**config.mk**
```make
export PLATFORM = sky130hd
export DESIGN_NAME = dpw_cfg_regs
export DESIGN_NICKNAME = d
export VERILOG_FILES = /design/src/hdl/depth_pixel_to_world_point_core_assert.svh /design/src/hdl/dpw_pkg.sv /design/src/hdl/dpw_cfg_regs.sv
export SDC_FILE = /design/constraint.sdc
export NUM_CORES = 1
export LEC_CHECK = 0
export ABC_AREA = 1
export BUFFER_PORTS_ARGS = -buffer_cell sky130_fd_sc_hd__clkbuf_2
export CAP_MARGIN = 20
export CORE_AREA = 2 2 166 168
export CTS_CLUSTER_SIZE = 8
export DETAILED_ROUTE_END_ITERATION = 12
export DIE_AREA = 0 0 168 170
export HOLD_SLACK_MARGIN = 0.06
export PLACE_DENSITY = 0.85
export SLEW_MARGIN = 10
export SYNTH_ARGS = -nofsm -noshare
export SYNTH_HDL_FRONTEND = slang
export SYNTH_SLANG_ARGS = --single-unit
```
**constraint.sdc**
```tcl
create_clock -name clk -period 1.9 [get_ports clk]
set_clock_uncertainty 0.05 [all_clocks]
set_input_delay 0.19 -clock clk [delete_from_list [all_inputs] [get_ports clk]]
set_output_delay 0.19 -clock clk [all_outputs]
set_load 0.01 [all_outputs]
```
**src/hdl/depth_pixel_to_world_point_core_assert.svh**
```systemverilog
// Assertion macros shared by the depth-to-world RTL.
// Each macro expects clk and arst_n in the scope where it is used.
`ifndef DEPTH_PIXEL_TO_WORLD_POINT_CORE_ASSERT_SVH
`define DEPTH_PIXEL_TO_WORLD_POINT_CORE_ASSERT_SVH

// Same-cycle implication, checked outside reset.
`define DPW_ASSERT_IMP(lbl, ante, cons, msg) \
	lbl: assert property (@(posedge clk) disable iff (!arst_n) (ante) |-> (cons)) \
		else $error(msg);

// Next-cycle implication, checked outside reset.
`define DPW_ASSERT_NXT(lbl, ante, cons, msg) \
	lbl: assert property (@(posedge clk) disable iff (!arst_n) (ante) |=> (cons)) \
		else $error(msg);

`endif

```
**src/hdl/dpw_pkg.sv**
```systemverilog
// Shared types and constants for the depth pixel to world point core.
// No dependencies; every RTL module file imports this package.
`default_nettype none

package dpw_pkg;

	localparam int APB_ADDR_W = 6;
	localparam int APB_DATA_W = 64;

	typedef enum logic [2:0] {
		REG_PRINCIPAL   = 3'd0,
		REG_INV_FX      = 3'd1,
		REG_INV_FY      = 3'd2,
		REG_ROW_X       = 3'd3,
		REG_ROW_Y       = 3'd4,
		REG_ROW_Z       = 3'd5,
		REG_COLOR_ORDER = 3'd6
	} reg_idx_t;

	typedef enum logic [1:0] {
		ORDER_RGB  = 2'd0,
		ORDER_BGR  = 2'd1,
		ORDER_MONO = 2'd2
	} color_order_t;

	localparam logic [31:0] RST_PRINCIPAL = 32'd335023864;
	localparam logic [31:0] RST_INV_F     = 32'd8181021;
	localparam logic [63:0] RST_ROW_X     = 64'h4000_0000_0000_0000;
	localparam logic [63:0] RST_ROW_Y     = 64'h0000_4000_0000_0000;
	localparam logic [63:0] RST_ROW_Z     = 64'h0000_0000_4000_0000;

	// Camera coordinates: millimetres Q.16, magnitude clamped to 45 bits.
	localparam int CAM_W = 46;
	localparam logic [CAM_W-2:0] CAM_MAX = '1;

	// Millimetres Q.30 to metres Q.16: divide by 16384000 = 2^15 * 4 * 125.
	localparam logic [63:0] ROUND_HALF = 64'd8192000;
	localparam logic [48:0] W_SAT      = 49'd1073741824000;
	localparam logic [19:0] RECIP_HI   = 20'd536871;
	localparam logic [26:0] RECIP_LO   = 27'd68719477;
	localparam logic [6:0]  DIV_D      = 7'd125;
	localparam logic [25:0] Y_LIMIT    = 26'd65536000;

	typedef struct packed {
		logic signed [15:0] r0;
		logic signed [15:0] r1;
		logic signed [15:0] r2;
		logic signed [15:0] t;
	} row_t;

	typedef struct packed {
		logic [15:0]  cx;
		logic [15:0]  cy;
		logic [31:0]  inv_fx;
		logic [31:0]  inv_fy;
		row_t [2:0]   rows;
		color_order_t color_order;
	} cfg_t;

	typedef struct packed {
		logic       pt;
		logic [7:0] red;
		logic [7:0] green;
		logic [7:0] blue;
	} side_t;

	typedef struct packed {
		side_t                    side;
		logic signed [CAM_W-1:0]  cam_x;
		logic signed [CAM_W-1:0]  cam_y;
		logic [31:0]              cam_z;
	} cam_t;

	typedef struct packed {
		side_t           side;
		logic [2:0][63:0] s;
	} sum_t;

	typedef struct packed {
		side_t            side;
		logic [2:0][31:0] world;
	} point_t;

endpackage

`default_nettype wire

```
**src/hdl/dpw_cfg_regs.sv**
```systemverilog
// APB register file for the depth pixel to world point core.
// Depends on dpw_pkg for register indexes, reset values and cfg_t.
`default_nettype none

module dpw_cfg_regs import dpw_pkg::*; (
	input  logic                  clk,
	input  logic                  arst_n,
	input  logic                  psel,
	input  logic                  penable,
	input  logic                  pwrite,
	input  logic [APB_ADDR_W-1:0] paddr,
	input  logic [APB_DATA_W-1:0] pwdata,
	output logic [APB_DATA_W-1:0] prdata,
	output cfg_t                  cfg
);

	logic [31:0]  principal_q;
	logic [31:0]  inv_fx_q;
	logic [31:0]  inv_fy_q;
	logic [63:0]  row_x_q;
	logic [63:0]  row_y_q;
	logic [63:0]  row_z_q;
	color_order_t color_q;
	logic         wr;
	reg_idx_t     idx;

	assign wr  = psel & penable & pwrite;
	assign idx = reg_idx_t'(paddr[5:3]);

	always_ff @(posedge clk or negedge arst_n) begin
		if (!arst_n) begin
			principal_q <= RST_PRINCIPAL;
			inv_fx_q    <= RST_INV_F;
			inv_fy_q    <= RST_INV_F;
			row_x_q     <= RST_ROW_X;
			row_y_q     <= RST_ROW_Y;
			row_z_q     <= RST_ROW_Z;
			color_q     <= ORDER_RGB;
		end else if (wr) begin
			unique case (idx)
				REG_PRINCIPAL:   principal_q <= pwdata[31:0];
				REG_INV_FX:      inv_fx_q    <= pwdata[31:0];
				REG_INV_FY:      inv_fy_q    <= pwdata[31:0];
				REG_ROW_X:       row_x_q     <= pwdata;
				REG_ROW_Y:       row_y_q     <= pwdata;
				REG_ROW_Z:       row_z_q     <= pwdata;
				REG_COLOR_ORDER: color_q     <= color_order_t'(pwdata[1:0]);
				default: ;
			endcase
		end
	end

	always_comb begin
		unique case (idx)
			REG_PRINCIPAL:   prdata = 64'(principal_q);
			REG_INV_FX:      prdata = 64'(inv_fx_q);
			REG_INV_FY:      prdata = 64'(inv_fy_q);
			REG_ROW_X:       prdata = row_x_q;
			REG_ROW_Y:       prdata = row_y_q;
			REG_ROW_Z:       prdata = row_z_q;
			REG_COLOR_ORDER: prdata = 64'(color_q);
			default:         prdata = '0;
		endcase
	end

	assign cfg.cx          = principal_q[31:16];
	assign cfg.cy          = principal_q[15:0];
	assign cfg.inv_fx      = inv_fx_q;
	assign cfg.inv_fy      = inv_fy_q;
	assign cfg.rows[0]     = row_t'(row_x_q);
	assign cfg.rows[1]     = row_t'(row_y_q);
	assign cfg.rows[2]     = row_t'(row_z_q);
	assign cfg.color_order = color_q;

endmodule

`default_nettype wire

```
; ---- Word-level counts from Yosys, hierarchy flattened
; Index checks and enable logic that the tools add are counted.
; W data, S select, Z words.
[word_totals]
ff_bits = 290
input_bits = 75
output_inout_bits = 354
wordCells = 24
[classes]
n_eq_ne = 6
mux = 1
bitwise = 2
reduce_logical = 8
[op_table]
columns = op, n
row1 = $pmux W64 S7, 1
row2 = $reduce_and A2 Y1, 7
row3 = $eq A3 B3 Y1 const B, 3
row4 = $eq A3 B2 Y1 const B, 2
row5 = $eq A3 B1 Y1 const B, 1
row6 = $logic_not A3 Y1, 1
row7 = $and A1 B1 Y1, 2

; ---- Logic depth before layout (Yosys ltp)
[depth]
word_depth = 3
ltp_mapped = 8

; ---- Worst setup path after synthesis
; Ideal clock, no wire load.
[synth_timing]
kind = input to output
start = input paddr[5]
end = output prdata[0]
t_arrival_ns = 1.189
required_ns = 1.660
slack_ns = 0.471
stages = 7
path_cell_list = buf_2 -> clkbuf_1 -> clkbuf_1 -> nand3_1 -> nand2_1 -> nor2_1 -> nand2_1
[synth_between]
elab_chain_len = 2
elab_cells_between_ends = 8
classes_between = 6 x eq/ne / 1 x mux / 1 x reduce/logical
[synth_rtl]
columns = element, line
row1 = "start, declared", dpw_cfg_regs.sv:11  ; input logic [APB_ADDR_W-1:0] paddr,
row2 = "$eq A3 B3 Y1, or another cell as far along", dpw_cfg_regs.sv:54  ; unique case (idx)
row3 = $pmux W64 S7 *, dpw_cfg_regs.sv:54
row4 = "end, declared", dpw_cfg_regs.sv:13  ; output logic [APB_DATA_W-1:0] prdata,
; Mark *: on every way between the ends. The rest lies on a longest branch, timed or not.

; ---- Final worst setup path
[layout_timing]
start = register principal_q[22]
end = output prdata[22]
[layout_between]
elab_chain_len = 1
[layout_rtl]
columns = element, line
row1 = "start, declared", dpw_cfg_regs.sv:17  ; logic [31:0] principal_q;
row2 = "start signal, assigned", dpw_cfg_regs.sv:41  ; REG_PRINCIPAL: principal_q <= pwdata[31:0];
row3 = $pmux W64 S7, dpw_cfg_regs.sv:54
; Every way passes these cells.

==> impl_metrics.csv <==
group,metric,value,unit
cts,ctsRootBufferMaster,"sky130_fd_sc_hd__clkbuf_16",
flow_run,max_cap_violations,0,
grt,grt_remaining_overflow,0,
routing,route.vias.total,15100,
routing,wl_per_cell,21.4,um
placement,gp_congestion,0.897,
placement,dp_hpwl,37600,um
grt,grt_antenna_before_repair,2,
cts,max-clock-path-buffers,3,
worst_setup_path,reg2reg_from,"row_z_q[53]$_DFFE_PN0P_",
worst_hold_path,hold_path_class,"in2async",
worst_setup_path,crit_path_start_kind,"flop",
timing,fmax,0.537,GHz
worst_setup_path,critPathCaptureType,"output port",
final_layout,layout-drive-gt1-share,0.267,
timing,layout_worst_path_cycle_share,0.980,
cts,cts_sinks,290,
logic_synthesis,portion_of_synthesized_cell_area_occupied_by_the_leading_cell_type,0.445,
timing,postLayoutSetupSlackWorst,0.0382,ns
logic_synthesis,postSynth.asyncResetShare,1.00,
timing,finalHoldViolations,0,
final_layout,register_area,0.00732,mm^2
grt,grt_pass1_vias,14700,
logic_synthesis,yosysWarnings,0,
die,initial_util,0.513,
logic_synthesis,synthFlopType,"sky130_fd_sc_hd__dfrtp_1",
timing,timing.max_slew.rel_slack,0.736,
die,design.portCount,429,
logic_synthesis,yosysUniqueCellTypes,18,
power_and_ir_drop,leakagePower,9.84,nW
routing,ant_nets,0,
power_and_ir_drop,ir_drop,0.745,mV
final_layout,most_common_cell_after_layout_fill_and_taps_aside,"sky130_fd_sc_hd__nand2_1",
placement,dp_cells,2428,
logic_synthesis,synth.yosys.seq_area_share,0.535,
cts,cts_tree,"done",
logic_synthesis,synth.avg_cell_area,7.86,um^2
power_and_ir_drop,power_density,1110,mW/mm^2
final_layout,fill_cells,2035,
placement,port_buffers,425,
timing,fin_crit,1.86,ns
logic_synthesis,syn_inst,1739,
final_layout,area_used_by_multi_input_combinational_logic,0.00546,mm^2
timing,hold_slack,0.117,ns
die,row_count,60,
routing,drcViolationCount,0,
logic_synthesis,postSynthNetCount,1814,
placement,placement.cell_area,0.0165,mm^2
power_and_ir_drop,totalPowerFinal,20.4,mW
worst_setup_path,crit_fanout,3,
run_status,outcome,"completed",
grt,pin_count_of_the_biggest_net_entering_global_routing,69,
final_layout,post_layout_nonfiller_instances,2573,
logic_synthesis,syn-cell-area,0.0137,mm^2
worst_setup_path,arrival,1.62,ns
timing,drv_slew,0,
placement,dpl_worst_slack,0.0652,ns
logic_synthesis,synth_enable_flop_cells,0,
final_layout,final_util,0.689,
final_layout,most-common-layout-cells,"sky130_fd_sc_hd__nand2_1, sky130_fd_sc_hd__clkbuf_2, sky130_fd_sc_hd__dfrtp_1",
worst_setup_path,worstSetupPathType,"reg2out",
die,die_width,168,um
timing,worst_pin_slew,0.396,ns
logic_synthesis,synth_top_area_cell,"sky130_fd_sc_hd__dfrtp_1",
die,die_area,0.0286,mm^2
die,fp.dieH,170,um
logic_synthesis,synthTopCellsByArea,"sky130_fd_sc_hd__dfrtp_1, sky130_fd_sc_hd__nand2_1, sky130_fd_sc_hd__dfstp_2",
cts,worst_setup_hold_path_clk_slew,0.05,ns
logic_synthesis,flop_and_latch_count_out_of_synthesis,290,
cts,post-cts-setup-buffers,0,
worst_setup_path,timing.critical_path.required,1.66,ns
routing,avgViaCountPerCell,5.88,
cts,clkLatencyLatePin,0.54,ns
final_layout,num-nets-final,2271,
cts,clock_tree.htree_level_count,2,
worst_setup_path,register_to_register_path_depth,2,
routing,drt_first_iter_violations,1708,
die,core-area,0.0267,mm^2
grt,grt_usage,0.380,
routing,detailedRoute.firstPassIterationCount,8,
final_layout,area_growth,34.4,%
timing,fin_setup_tns,0,ns
cts,cts_inserted_buffers,42,
final_layout,final_design_area_no_fill,0.0184,mm^2
worst_setup_path,setup.reg_to_reg.worst_slack,0.99,ns
routing,drt_wl_total,55000,um
worst_setup_path,crit-reg2reg-capture,"row_z_q[53]$_DFFE_PN0P_",
timing,report.final.setup_viol,0,
grt,grt_pass1_wl,83600,um
timing,grt_setup_unrepaired,"no",
-- layout make-up --
| class | instances | share of cell area |
|---|---|---|
| diodes | 2 | 0.000272 |
| repair buffers | 547 | 0.193 |
| flip-flops and latches | 290 | 0.398 |
| inverters | 101 | 0.0209 |
| well taps | 341 | 0.0232 |
| clock inverters | 4 | 0.00388 |
| clock buffers | 74 | 0.0637 |
| multi-input cells | 1214 | 0.297 |
-- report_power, final --
part           internal [mW]  switching [mW]  leakage (nW)
Sequential              7.51            1.09          3.59
Combinational           1.73            3.01          5.67
Clock                   4.19            2.83         0.585
Total                   13.4            6.92          9.84
-- cell usage after synthesis (5+ instances only) --
library cell,number
sky130_fd_sc_hd__nand4_1,68
sky130_fd_sc_hd__nand2_1,652
sky130_fd_sc_hd__clkbuf_1,66
sky130_fd_sc_hd__o21ai_1,25
sky130_fd_sc_hd__dfstp_2,47
sky130_fd_sc_hd__nor2_1,39
sky130_fd_sc_hd__inv_1,98
sky130_fd_sc_hd__o211ai_1,32
sky130_fd_sc_hd__dfrtp_1,243
sky130_fd_sc_hd__buf_2,40
sky130_fd_sc_hd__buf_4,5
sky130_fd_sc_hd__nand3_1,158
sky130_fd_sc_hd__buf_1,23
sky130_fd_sc_hd__o21ai_0,233
-- repair_timing --
item,4_1_cts,5_1_grt
hold endpoints to repair,540,0
hold buffers,65,0
endpoints found under the setup margin,0,3
resized for setup,0,5
-- worst max-delay path by stage --
stage | startpoint | end | depth (start not counted)
after floorplan | paddr[5] | prdata[0] | 7
after global placement | paddr[3] | prdata[51] | 7
after detailed placement | paddr[3] | row_z_q[42]$_DFFE_PN0P_ | 8
after CTS | principal_q[9]$_DFFE_PN1P_ | prdata[9] | 5
after global routing | principal_q[23]$_DFFE_PN1P_ | prdata[23] | 5
final | principal_q[22]$_DFFE_PN1P_ | prdata[22] | 5
-- sequential cells by signal, indices dropped and copies added (netlist names) --
signal,count
row_z_q,64
row_y_q,64
principal_q,32
inv_fx_q,32
color_q,2
row_x_q,64
inv_fy_q,32
-- routing by layer --
metal,up-vias,global-route usage,part of all wire
li1,6599,-,-
met1,7106,0.423,0.33
met2,1139,0.649,0.48
met3,294,0.0863,0.10
met4,0,0.266,0.081
met5,-,0,0
-- worst max-delay path, cell delays in order (launching register included) --
cell                       delay [ns]
sky130_fd_sc_hd__dfstp_2         0.54
sky130_fd_sc_hd__nand3_1         0.08
sky130_fd_sc_hd__nand2_1         0.19
sky130_fd_sc_hd__nor2_1          0.09
sky130_fd_sc_hd__nand2_1         0.07
sky130_fd_sc_hd__clkbuf_2        0.12
-- cells by family (layout without fill, tap and decap cells) --
group | after synthesis | after routing | share of synthesized area
compound gates | 290 | 290 | 0.112
simple gates | 924 | 924 | 0.283
other cells | 0 | 2 | 0
buf+inv | 235 | 726 | 0.0696
flops | 290 | 290 | 0.535
Note: power is estimated with default switching activity, not from simulation.
